File: src/hw/rtl/chrd_pkg.sv
// Shared types, chord shape table and helpers for the chord template recognizer.
`default_nettype none

package chrd_pkg;

  localparam int unsigned NumClasses = 12;
  localparam int unsigned NumShapes  = 13;
  localparam int unsigned RootW      = 4;
  localparam int unsigned QualW      = 4;

  // Chord shapes as pitch-class sets relative to the root, in template order.
  localparam logic [NumClasses-1:0] CHORD_SHAPES [NumShapes] = '{
    12'h091, // major
    12'h089, // minor
    12'h049, // diminished
    12'h111, // augmented
    12'h085, // sus2
    12'h0A1, // sus4
    12'h891, // major 7th
    12'h489, // minor 7th
    12'h491, // dominant 7th
    12'h249, // diminished 7th
    12'h449, // half-diminished
    12'h095, // add9
    12'h495  // dominant 9th
  };

  localparam logic [RootW-1:0] LAST_ROOT = RootW'(NumClasses - 1);

  typedef enum logic [1:0] {
    KIND_NONE   = 2'd0,
    KIND_SINGLE = 2'd1,
    KIND_CHORD  = 2'd2,
    KIND_UNREC  = 2'd3
  } kind_e;

  typedef enum logic {
    ST_IDLE,
    ST_SEARCH
  } ctrl_state_e;

  typedef struct packed {
    logic [6:0] note;
    logic       has_note;
    logic       last;
  } chrd_in_t;

  typedef struct packed {
    kind_e                 kind;
    logic [RootW-1:0]      root_class;
    logic [QualW-1:0]      quality;
    logic [6:0]            bass_note;
    logic                  inverted;
    logic [NumClasses-1:0] class_set;
  } chrd_out_t;

  typedef struct packed {
    logic acc_upd;   // fold the accepted word into the accumulators
    logic root_clr;  // restart the root search
    logic root_inc;  // advance to the next candidate root
    logic finish;    // load the result register and clear the accumulators
  } chrd_cmd_t;

  typedef struct packed {
    logic count_ge2;
    logic match;
    logic root_last;
    logic out_busy;  // result register holds a word that is not taken this cycle
  } chrd_stat_t;

  // Pitch class of a MIDI note: multiply by reciprocal, then one correction.
  function automatic logic [3:0] pitch_class(logic [6:0] n);
    logic [12:0] prod;
    logic [3:0]  q;
    logic [6:0]  rem;
    prod = 13'(n) * 13'd43;
    q    = prod[12:9];
    rem  = n - (7'(q) * 7'd12);
    if (rem >= 7'd12) begin
      rem = rem - 7'd12;
    end
    return rem[3:0];
  endfunction

endpackage

`default_nettype wire

File: src/hw/rtl/chrd_ctrl.sv
// Controller: accepts words, sequences the root search and the result load.
`default_nettype none

module chrd_ctrl
  import chrd_pkg::*;
(
  input  wire logic       clk_i,
  input  wire logic       rst_ni,
  input  wire logic       in_valid_i,
  input  wire logic       in_last_i,
  output logic            in_stall_o,
  input  wire chrd_stat_t stat_i,
  output chrd_cmd_t       cmd_o
);

  ctrl_state_e state_q, state_d;
  logic        in_acc;
  logic        done;

  // Stall while searching; hold a closing word until the result register is free.
  assign in_stall_o = (state_q != ST_IDLE) | (in_last_i & stat_i.out_busy);
  assign in_acc     = in_valid_i & ~in_stall_o;
  assign done       = ~stat_i.count_ge2 | stat_i.match | stat_i.root_last;

  always_comb begin
    state_d = state_q;
    case (state_q)
      ST_IDLE: begin
        if (in_acc && in_last_i) begin
          state_d = ST_SEARCH;
        end
      end
      ST_SEARCH: begin
        if (done) begin
          state_d = ST_IDLE;
        end
      end
      default: state_d = ST_IDLE;
    endcase
  end

  always_comb begin
    cmd_o = '0;
    case (state_q)
      ST_IDLE: begin
        cmd_o.acc_upd  = in_acc;
        cmd_o.root_clr = in_acc & in_last_i;
      end
      ST_SEARCH: begin
        cmd_o.finish   = done;
        cmd_o.root_inc = ~done;
      end
      default: cmd_o = '0;
    endcase
  end

  always_ff @(posedge clk_i or negedge rst_ni) begin
    if (!rst_ni) begin
      state_q <= ST_IDLE;
    end else begin
      state_q <= state_d;
    end
  end

endmodule

`default_nettype wire

File: src/hw/rtl/chrd_datapath.sv
// Datapath: note accumulators, root counter, template compare, result register.
`default_nettype none

module chrd_datapath
  import chrd_pkg::*;
(
  input  wire logic      clk_i,
  input  wire logic      rst_ni,
  input  wire chrd_in_t  in_i,
  input  wire chrd_cmd_t cmd_i,
  output chrd_stat_t     stat_o,
  output logic           out_valid_o,
  input  wire logic      out_stall_i,
  output chrd_out_t      out_o
);

  logic [NumClasses-1:0]   mask_q, mask_d;
  logic [6:0]              low_q, low_d;
  logic [1:0]              cnt_q, cnt_d;
  logic [RootW-1:0]        root_q, root_d;
  logic                    out_valid_q, out_valid_d;
  chrd_out_t               res_q, res_d;
  logic [NumClasses-1:0]   rot;
  logic                    hit;
  logic [QualW-1:0]        hit_idx;
  logic [3:0]              low_pc;

  // Rotate the set so the candidate root sits on bit 0.
  assign rot      = NumClasses'({mask_q, mask_q} >> root_q);
  assign low_pc   = pitch_class(low_q);

  always_comb begin
    hit     = 1'b0;
    hit_idx = '0;
    for (int t = 0; t < NumShapes; t++) begin
      if (!hit && rot == CHORD_SHAPES[t]) begin
        hit     = 1'b1;
        hit_idx = QualW'(t);
      end
    end
  end

  assign stat_o.count_ge2 = cnt_q[1];
  assign stat_o.match     = hit & mask_q[root_q];
  assign stat_o.root_last = (root_q == LAST_ROOT);
  assign stat_o.out_busy  = out_valid_q & out_stall_i;

  always_comb begin
    mask_d = mask_q;
    low_d  = low_q;
    cnt_d  = cnt_q;
    if (cmd_i.acc_upd && in_i.has_note) begin
      mask_d = mask_q | (NumClasses'(1) << pitch_class(in_i.note));
      if (in_i.note < low_q) begin
        low_d = in_i.note;
      end
      if (!cnt_q[1]) begin
        cnt_d = cnt_q + 2'd1;
      end
    end
    if (cmd_i.finish) begin
      mask_d = '0;
      low_d  = 7'd127;
      cnt_d  = '0;
    end
  end

  always_comb begin
    root_d = root_q;
    if (cmd_i.root_clr) begin
      root_d = '0;
    end else if (cmd_i.root_inc) begin
      root_d = root_q + RootW'(1);
    end
  end

  always_comb begin
    res_d = res_q;
    if (cmd_i.finish) begin
      res_d = '0;
      if (cnt_q == 2'd1) begin
        res_d.kind       = KIND_SINGLE;
        res_d.root_class = low_pc;
        res_d.bass_note  = low_q;
        res_d.class_set  = mask_q;
      end else if (cnt_q[1]) begin
        res_d.bass_note = low_q;
        res_d.class_set = mask_q;
        if (stat_o.match) begin
          res_d.kind       = KIND_CHORD;
          res_d.root_class = root_q;
          res_d.quality    = hit_idx;
          res_d.inverted   = (low_pc != root_q);
        end else begin
          res_d.kind = KIND_UNREC;
        end
      end
    end
  end

  always_comb begin
    out_valid_d = out_valid_q;
    if (out_valid_q && !out_stall_i) begin
      out_valid_d = 1'b0;
    end
    if (cmd_i.finish) begin
      out_valid_d = 1'b1;
    end
  end

  always_ff @(posedge clk_i or negedge rst_ni) begin
    if (!rst_ni) begin
      mask_q      <= '0;
      low_q       <= 7'd127;
      cnt_q       <= '0;
      root_q      <= '0;
      out_valid_q <= 1'b0;
    end else begin
      mask_q      <= mask_d;
      low_q       <= low_d;
      cnt_q       <= cnt_d;
      root_q      <= root_d;
      out_valid_q <= out_valid_d;
    end
  end

  always_ff @(posedge clk_i) begin
    res_q <= res_d;
  end

  assign out_valid_o = out_valid_q;
  assign out_o       = res_q;

endmodule

`default_nettype wire

File: src/hw/rtl/chord_template_recognizer_unit.sv
// Chord template recognizer top level: controller plus datapath.
`default_nettype none

// Each accepted note word is folded into a pitch-class set, lowest note
// and a note count that saturates at two. Once a word with last set is
// taken, the input stalls for the search: one candidate root per cycle,
// in ascending pitch-class order, goes through a single rotate-and-compare
// unit against all 13 chord shapes, and the first present root that
// matches wins. Groups of fewer than two notes finish without advancing
// the candidate root. The result lands in an output register, so a new
// group can be collected while the previous result waits to be taken; a
// closing word is held only while that register is still occupied.
module chord_template_recognizer_unit
  import chrd_pkg::*;
(
  input  wire logic      clk_i,
  input  wire logic      rst_ni,
  input  wire logic      in_valid_i,
  output logic           in_stall_o,
  input  wire chrd_in_t  in_i,
  output logic           out_valid_o,
  input  wire logic      out_stall_i,
  output chrd_out_t      out_o
);

  chrd_cmd_t  cmd;
  chrd_stat_t stat;

  chrd_ctrl u_ctrl (
    .clk_i      (clk_i),
    .rst_ni     (rst_ni),
    .in_valid_i (in_valid_i),
    .in_last_i  (in_i.last),
    .in_stall_o (in_stall_o),
    .stat_i     (stat),
    .cmd_o      (cmd)
  );

  chrd_datapath u_datapath (
    .clk_i       (clk_i),
    .rst_ni      (rst_ni),
    .in_i        (in_i),
    .cmd_i       (cmd),
    .stat_o      (stat),
    .out_valid_o (out_valid_o),
    .out_stall_i (out_stall_i),
    .out_o       (out_o)
  );

endmodule

`default_nettype wire

File: config.mk
export PLATFORM = sky130hd
export DESIGN_NAME = chord_template_recognizer_unit
export DESIGN_NICKNAME = d
export VERILOG_FILES = /design/src/hw/rtl/chrd_pkg.sv /design/src/hw/rtl/chrd_ctrl.sv /design/src/hw/rtl/chrd_datapath.sv /design/src/hw/rtl/chord_template_recognizer_unit.sv
export SDC_FILE = /design/constraint.sdc
export NUM_CORES = 1
export LEC_CHECK = 0
export BUFFER_PORTS_ARGS = -buffer_cell sky130_fd_sc_hd__buf_2
export CORE_UTILIZATION = 30
export CTS_BUF_LIST = sky130_fd_sc_hd__clkbuf_4 sky130_fd_sc_hd__clkbuf_8
export DETAILED_ROUTE_END_ITERATION = 10
export SYNTH_ARGS = -nofsm -noshare
export SYNTH_HDL_FRONTEND = slang
export SYNTH_SLANG_ARGS = --single-unit
File: constraint.sdc
create_clock -name clk_i -period 10.9 [get_ports clk_i]
set_input_delay 3.27 -clock clk_i [delete_from_list [all_inputs] [get_ports clk_i]]
set_output_delay 3.27 -clock clk_i [all_outputs]
set_load 0.1 [all_outputs]
=== Yosys cells after proc, flatten, opt, wreduce, memory -nomap -nowiden ===
Cells that the tools add are included.
W data, S select, Z words.

* Add/sub/neg operators: 6
* $mul: 4
* Magnitude comparators: 4
* Equality and inequality tests: 17
* Shift-type cells: 2
* Mux-type cells: 54
* Bitwise logic cells: 14
* Reduce and logical (&&, ||, !) cells: 37

{| class="wikitable"
|+ Operators with widths
! cell !! count
|-
| $eq A12 B8 Y1 const B || 5
|-
| $eq A12 B11 Y1 const B || 4
|-
| $mux W4 || 11
|-
| $mux W12 || 3
|-
| $mux W29 || 1
|-
| $mux W7 || 4
|-
| $mul A7 B6 Y13 const B || 2
|-
| $shr A24 B4 Y12 || 1
|-
| $mux W1 || 21
|-
| $logic_and A1 B1 Y1 || 15
|-
| $ge A7 B4 Y1 const B || 2
|-
| $mux W2 || 7
|-
| $sub A7 B7 Y7 || 2
|-
| $logic_not A1 Y1 || 13
|-
| $eq A12 B10 Y1 const B || 1
|-
| $eq A12 B12 Y1 const B || 1
|-
| $eq A12 B7 Y1 const B || 1
|-
| $eq A12 B9 Y1 const B || 1
|-
| $mux W3 || 4
|-
| $or A12 B12 Y12 || 1
|-
| $shl A1 B4 Y12 const A || 1
|-
| $mul A4 B2 Y5 const B || 2
|-
| $mux W8 || 1
|-
| $reduce_bool A2 Y1 || 4
|-
| other kinds (18) || 30
|}

* Flip-flop bits (word level): 57
* Input bits: 13
* Output and inout port bits: 32
* Logic and storage cells: 153

=== Longest topological paths before layout ===
Gate-level depths: netlist of the first run.

* Word-level depth: 46
* Mapped depth: 24
* Depth with buffers taken out: 24

=== Hierarchy ===
From an unflattened synthesis of the first run, not the netlist that was laid out.

* Cell total of the unflattened synthesis: 602
* Area total of the unflattened synthesis: 5960.7 um^2

{| class="wikitable"
|+ By module, submodules not included
! module !! instances !! cells an instance !! area each (um^2)
|-
| chrd_datapath || 1 || 593 || 5875.6
|-
| chrd_ctrl || 1 || 9 || 85.1
|}

=== Worst setup path after synthesis of the first run ===
Ideal clock, no wire load.

* Path type: input to register
* From: in in_i[4] (netlist name)
* To: reg u_datapath.mask_q[4]
* Library setup time: 0.073 ns
* Arrival: 8.163 ns
* Data required time: 10.827 ns
* Slack: 2.664 ns
* Cell stages on the path: 23
* Path buffers: 0
* Cells stage by stage: ha_1 fa_1 inv_1 fa_1 inv_1 ha_1 or3_1 a31o_2 a21o_1 a21oi_1 xnor2_1 inv_1 fa_1 ha_1 inv_1 o21ai_0 a21oi_1 xnor2_1 nor2b_1 mux2i_1 mux2i_1 a21oi_1 nor2_1

* Word-level cells in the longest chain between the ends: 10
* Elaborated cells on any way between the ends: 11
* Classes of those cells: add/sub (2); mul (2); order compare (1); shift (1); mux (4); bitwise (1)

{| class="wikitable"
|+ Ends and longest elaborated chain
! item !! RTL line !! source
|-
| start, declared || chord_template_recognizer_unit.sv:20 || <nowiki>input wire chrd_in_t in_i,</nowiki>
|-
| $mul A7 B6 Y13 || chrd_pkg.sv:76 || <nowiki>prod = 13'(n) * 13'd43;</nowiki>
|-
| $mul A4 B2 Y5 || chrd_pkg.sv:78 || <nowiki>rem = n - (7'(q) * 7'd12);</nowiki>
|-
| $sub A7 B7 Y7 * || chrd_pkg.sv:78 ||
|-
| $ge A7 B4 Y1 or $sub A4 B4 Y4 (tied branches) || chrd_pkg.sv:79, chrd_pkg.sv:80 ||
|-
| $mux W4 * || chrd_pkg.sv:79 || <nowiki>if (rem >= 7'd12) begin</nowiki>
|-
| $mux W4 * || chrd_datapath.sv:52 || <nowiki>if (cmd_i.acc_upd && in_i.has_note) begin</nowiki>
|-
| $shl A1 B4 Y12 * || chrd_datapath.sv:53 || <nowiki>mask_d = mask_q | (NumClasses'(1) << pitch_class(in_i.note));</nowiki>
|-
| $or A12 B12 Y12 * || chrd_datapath.sv:53 ||
|-
| $mux W12 * || chrd_datapath.sv:52 ||
|-
| $mux W12 * || chrd_datapath.sv:61 || <nowiki>if (cmd_i.finish) begin</nowiki>
|-
| end signal, assigned || chrd_datapath.sv:119 || <nowiki>mask_q <= mask_d;</nowiki>
|-
| end, declared || chrd_datapath.sv:17 || <nowiki>logic [NumClasses-1:0] mask_q, mask_d;</nowiki>
|}

Every way passes the cells marked *; elsewhere a longest branch is shown, timed or not. The select of a mux whose other input is x is not followed.
A chain may end at the register's enable or synchronous reset.

=== Worst setup path in the final report of the first run ===
* From: in in_i[6] (netlist name)
* To: reg u_datapath.mask_q[7]

The elaborated chain is that of the path after synthesis.

==> results of run 1 <==
==> per-layer routing <==
metal / vias up / global-route usage [%] / routed length, um
met2: 121 / 21.9 / 5820
met5: - / 0 / 0
li1: 2313 / - / -
met3: 14 / 1.78 / 428
met4: 0 / 3.96 / 176
met1: 2213 / 18.6 / 6320
==> kinds of logic after synthesis <==
family / Yosys count / synth area share, %
xor gates and xnor gates: 25 / 3.69
muxes: 44 / 10.5
and+or+nand+nor: 176 / 15.0
buffers and inverters: 93 / 6.56
AOI/OAI and AO/OA: 127 / 15.1
DFF: 57 / 26.7
adders and majority gates: 97 / 22.5
==> worst paths after layout <==
path / start / endpoint / slack (ns)
min in group asynchronous: rst_ni / u_datapath.out_valid_o / 2.92
worst max-delay path: in_i[6] / u_datapath.mask_q[7] / 2.45
max in group asynchronous: rst_ni / u_datapath.root_q[0] / 7.56
worst min-delay path: u_datapath.out_valid_o / u_datapath.out_valid_o / 0.51
worst max register to register: u_datapath.low_q[4] / u_datapath.out_o[12] / 4.44
worst min register to register: u_datapath.out_valid_o / u_datapath.out_valid_o / 0.51
==> registers in the layout (all words and copies together), names as in the netlist <==
register                cells
u_datapath.out_o           30
u_datapath.mask_q          12
u_datapath.low_q            7
u_datapath.root_q           4
u_datapath.cnt_q            2
u_ctrl.state_q              1
u_datapath.out_valid_o      1
==> layout make-up <==
class / instances / area (um^2)
Inverter: 63 / 236
Timing Repair Buffer: 48 / 250
Fill cell: 1996 / 12800
Clock buffer: 9 / 124
Multi-Input combinational cell: 469 / 3960
Tap cell: 265 / 332
Clock inverter: 7 / 93.8
Sequential cell: 57 / 1590
==> placed cells by master (no fill, tap or decap), types with 4 or more instances in the layout <==
| cell | instances |
|---|---|
| xor2_1 | 6 |
| nand3_1 | 12 |
| nor2_1 | 53 |
| nor2b_1 | 26 |
| and3_1 | 7 |
| o21ai_0 | 17 |
| dfrtp_1 | 20 |
| ha_1 | 81 |
| a21o_1 | 14 |
| o211ai_1 | 4 |
| and2_1 | 4 |
| nand2b_1 | 9 |
| buf_4 | 4 |
| nor3_1 | 10 |
| dfstp_2 | 7 |
| xnor2_1 | 19 |
| edfxtp_1 | 30 |
| nor4_1 | 6 |
| nor4b_1 | 4 |
| fa_1 | 16 |
| clkbuf_8 | 9 |
| mux2_2 | 11 |
| a31oi_1 | 4 |
| nand2_1 | 30 |
| inv_1 | 61 |
| a211o_1 | 8 |
| mux2i_1 | 19 |
| buf_2 | 44 |
| a21oi_1 | 32 |
| a211oi_1 | 6 |
| mux4_2 | 13 |
==> through the flow <==
step | hold slack, ns | setup slack [ns] | cells | cell area (um^2)
finish | 0.507 | 2.45 | 918 | 6580
global route | 0.539 | 1.97 | 918 | 6580
CTS | 0.511 | 2.43 | 918 | 6580
detailed placement | 0.492 | 2.07 | 902 | 6360
global placement | 0.488 | 2.22 | 902 | 6360
floorplan | 0.541 | 2.66 | 619 | 5930
==> critical path, stage by stage <==
cell and delay (ns):
buf_2 0.17, ha_1 0.31, fa_1 0.51, inv_1 0.05
fa_1 0.52, inv_1 0.04, ha_1 0.19, or3_1 0.38
a31o_2 0.27, a21o_1 0.18, xor2_1 0.26, ha_1 0.23
inv_1 0.06, fa_1 0.44, ha_1 0.33, inv_1 0.05
o21ai_0 0.15, a21oi_1 0.10, xnor2_1 0.14, nor2b_1 0.13
mux2i_1 0.34, mux2i_1 0.40, a21oi_1 0.12, nor2_1 0.10
==> impl_metrics.csv, run 1 <==
group,metric,value,unit
logic_synthesis,async_flop_share,47.4,%
drt,drc,2,
logic_synthesis,ys_seq_area_share,26.7,%
critical_path,worst-path-max-fanout,7,
critical_path,crit_type,"in -> reg",
cts,postCtsSetupBuffers,0,
logic_synthesis,synth_seq_cells,57,
drt,wl_per_cell,13.9,um
critical_path,rr_worst_depth,22,
placement,dp_hpwl,9.85,mm
run_status,violations,"design-rule violations",
floorplan,die-area,20300,um^2
global_routing,grt_pass1_wl,21.8,mm
logic_synthesis,synth_warnings,0,
critical_path,critPathRequiredTime,11.17,ns
drt,dr.first_iter.drc_count,435,
min_path,hold_path_class,"reg -> reg",
logic_synthesis,syn_nets,729,
cells_and_area,area_growth,10.9,%
logic_synthesis,synth_edf_count,30,
min_path,hold_depth,1,
timing,clock_skew,0.0142,ns
logic_synthesis,yosys-top-cells-area,"ha_1 17%, edfxtp_1 15%, dfrtp_1 8.4%",
drt,first_pass_iters,8,
cts,postCtsHoldBufs,0,
global_routing,antenna_found_initial,0,
global_routing,grt_pass1_vias,4320,
placement,routabilityCongestion,0.862,
drt,wirelength,12.7,mm
cts,cts.path.max_buffers,2,
cts,cts_buffers,9,
floorplan,coreArea,19400,um^2
timing,period_needed,8.45,ns
critical_path,cp-start-kind,"input port",
cts,cts-resized-gates,0,
logic_synthesis,syn_inst,619,
logic_synthesis,synth_top_area_share,17.1,%
cells_and_area,drive_above_1_share,16.2,%
cells_and_area,utilization,33.9,%
logic_synthesis,yosysMostFrequentCell,"ha_1",
cts,h-tree-depth,3,
logic_synthesis,avgSynthCellArea,9.59,um^2
timing,final_max_slew_viol_count,0,
floorplan,initial_utilization,30.6,%
run,max-cap-violations,0,
cts,cts_root_buf,"clkbuf_8",
timing,hold_viol,0,
critical_path,cp-end-kind,"flip-flop",
drt,postRouteAntennaNets,0,
floorplan,io_pins,45,
global_routing,grt_max_degree,53,
global_routing,grt_usage,13.5,%
logic_synthesis,synth_top_flop_cell,"edfxtp_1",
timing,finalCritPeriodShare,77.5,%
cells_and_area,nets,758,
cts,cts_tree,"built",
floorplan,die_w,143,um
timing,tns,0,ns
cells_and_area,diodes,0,
cts,clk_latency,0.35,ns
timing,maxSlewHeadroom,37.5,%
logic_synthesis,synth_top_area_cell,"ha_1",
floorplan,die_h,143,um
drt,vias_per_cell,5.08,
logic_synthesis,ys_types,65,
timing,clock.fmax,0.118,GHz
timing,grt_setup_unrepaired,"false",
logic_synthesis,synth_area,5930,um^2
drt,vias,4661,
global_routing,grt-ovfl-total,0,
timing,tightest_slew,0.938,ns
critical_path,cp.arrival,8.72,ns
cts,cts_sinks,57,
cts,clkTransAtPathRegs,0.08,ns
placement,portBuffers,44,
timing,setup_viol,0,
floorplan,rows,51,
logic_synthesis,synth_commonest_cells,"81 x ha_1, 61 x inv_1, 53 x nor2_1, 32 x a21oi_1",
run_status,status,"finished with violations",
Power of run 1 is left out: the tool's default activity adds up to more than one toggle a clock period on the data nets, which glitch-free logic cannot reach.
==> run 2, diff against run 1 <==
==> constraint.sdc (replaced) <==
create_clock -name clk_i -period 8.55 [get_ports clk_i]
set_input_delay 2.565 -clock clk_i [delete_from_list [all_inputs] [get_ports clk_i]]
set_output_delay 2.565 -clock clk_i [all_outputs]
set_load 0.1 [all_outputs]
==> run 2 against run 1 <==
The flow still finishes with violations (design-rule violations); non-clock buffer count is the same; die area unchanged; critical path depth did not move; core utilization fell by 0.17 points; via count is 0.39% lower; sequential share of layout area is 0.12 points higher; clock-buffer cell count grew 1; largest cell class unchanged; register-to-register slack worse by 2.4 ns.
==> impl_metrics.csv, run 2 (synthesis gave the netlist of run 1 again) <==
group,metric,value,unit
run_status,status,"finished with violations",
run_status,violations,"design-rule violations",
min_path,hold_path_class,"reg -> reg",
critical_path,crit_path_top_delay_cell,"fa_1",
cells_and_area,utilization,33.8,%
cts,clkTransAtPathRegs,0.08,ns
critical_path,cp-start-kind,"input port",
cells_and_area,seqCellArea,1590,um^2
timing,tightest_slew,0.972,ns
timing,setup_viol,0,
drt,wirelength,12.7,mm
timing,finalCritPeriodShare,90.6,%
cts,cts.path.max_buffers,2,
min_path,hp-start,"u_datapath.out_valid_o",
drt,vias,4643,
drt,vias_per_cell,5.06,
cells_and_area,final_common_cell,"ha_1",
drt,first_pass_iters,8,
drt,postRouteAntennaNets,0,
cts,cts_root_buf,"clkbuf_8",
floorplan,die-area,20300,um^2
critical_path,rr_worst_depth,23,
cells_and_area,nets,758,
critical_path,worst-path-max-fanout,7,
critical_path,path_cells,"buf_2 -> ha_1 -> fa_1 -> inv_1 -> fa_1 -> inv_1 -> ha_1 -> or3_1 -> a31o_2 -> a21o_1 -> xor2_1 -> ha_1 -> inv_1 -> fa_1 -> ha_1 -> inv_1 -> o21ai_0 -> a21oi_1 -> xnor2_1 -> nor2b_1 -> mux2i_1 -> mux2i_1 -> a21oi_1 -> nor2_1",
cts,h-tree-depth,3,
critical_path,crit_type,"in -> reg",
min_path,hold_depth,1,
floorplan,initial_utilization,30.6,%
critical_path,cp.arrival,8.03,ns
timing,grt_setup_unrepaired,"false",
critical_path,cp-end-kind,"flip-flop",
cells_and_area,multi_input_area,3960,um^2
critical_path,critPathTopFamily,"adder cells",
cts,cts_buffers,9,
global_routing,grt_max_degree,53,
critical_path,r2r-start,"u_datapath.low_q[4]",
drt,wl_per_cell,13.9,um
floorplan,die_h,143,um
min_path,hold_path_end,"u_datapath.out_valid_o",
global_routing,grt_pass1_wl,21.6,mm
cells_and_area,drive_above_1_share,16.4,%
cts,cts-resized-gates,0,
cells_and_area,fill_cells,2005,
placement,dp_hpwl,9.79,mm
global_routing,grt_pass1_vias,4337,
cts,clk_latency,0.35,ns
timing,period_needed,7.75,ns
global_routing,antenna_found_initial,0,
critical_path,cp_num_buf_inv,5,
cts,postCtsSetupBuffers,0,
cells_and_area,largest_reg_flops,30,
floorplan,rows,51,
cts,cts_sinks,57,
timing,tns,0,ns
timing,clock.fmax,0.129,GHz
placement,portBuffers,44,
floorplan,io_pins,45,
timing,hold_viol,0,
floorplan,coreArea,19400,um^2
placement,routabilityCongestion,0.862,
timing,maxSlewHeadroom,35.2,%
global_routing,grt_usage,13.3,%
drt,drc,2,
cts,postCtsHoldBufs,0,
critical_path,reg2reg_slack,2.08,ns
cells_and_area,diodes,0,
cts,cts_tree,"built",
global_routing,grt-ovfl-total,0,
floorplan,die_w,143,um
critical_path,r2r_end,"u_datapath.out_o[12]",
critical_path,critPathRequiredTime,8.82,ns
timing,clock_skew,0.0143,ns
drt,dr.first_iter.drc_count,349,
timing,final_max_slew_viol_count,0,
run,max-cap-violations,0,
cells_and_area,area_growth,10.4,%
critical_path,critPathMaxStageDelay,0.52,ns
cells_and_area,layout_common_cells,"81 x ha_1, 61 x inv_1, 53 x nor2_1",
run 2: changes by cell type in the layout (fill, tap and decap cells not counted), sizes merged:
cell and delta:
clkbuf +1, clkinv -3, bufinv -2, inv +3, clkinvlp +1
run 2: through the flow:
| stage | area (um^2) | setup WS [ns] | cells | hold WS (ns) |
|---|---|---|---|---|
| after global placement | 6360 | 0.571 | 902 | 0.488 |
| after CTS | 6550 | 0.767 | 918 | 0.513 |
| final | 6550 | 0.800 | 918 | 0.507 |
| after global routing | 6550 | 0.353 | 918 | 0.539 |
| after floorplan | 5930 | 1.02 | 619 | 0.541 |
| after detailed placement | 6360 | 0.404 | 902 | 0.492 |
run 2: worst max-delay path by stage:
| stage | cells after the start | from | end | slack, ns |
|---|---|---|---|---|
| 2_1_floorplan | 23 | in_i[4] | u_datapath.mask_q[4] | 1.02 |
| 3_3_place_gp | 24 | in_i[6] | u_datapath.mask_q[1] | 0.57 |
| 3_5_place_dp | 24 | in_i[6] | u_datapath.mask_q[7] | 0.40 |
| 4_1_cts | 24 | in_i[6] | u_datapath.mask_q[7] | 0.77 |
| 5_1_grt | 24 | in_i[6] | u_datapath.mask_q[9] | 0.35 |
| 6_report | 24 | in_i[4] | u_datapath.mask_q[7] | 0.80 |
run 2: metal layers:
metal / routed length, um / up-vias / track usage, %
li1: - / 2303 / -
met1: 6180 / 2197 / 18.3
met2: 5770 / 130 / 21.6
met3: 556 / 13 / 1.84
met4: 214 / 0 / 4.19
met5: 0 / - / 0
run 2: layout make-up:
class	instances	share of cell area, %
multi-input cells	469	60.5
flip-flops and latches	57	24.2
well taps	265	5.06
repair buffers	48	3.82
inverters	63	3.61
clock buffers	10	2.10
clock inverters	6	0.726
Power of run 2 is left out for the same reason.
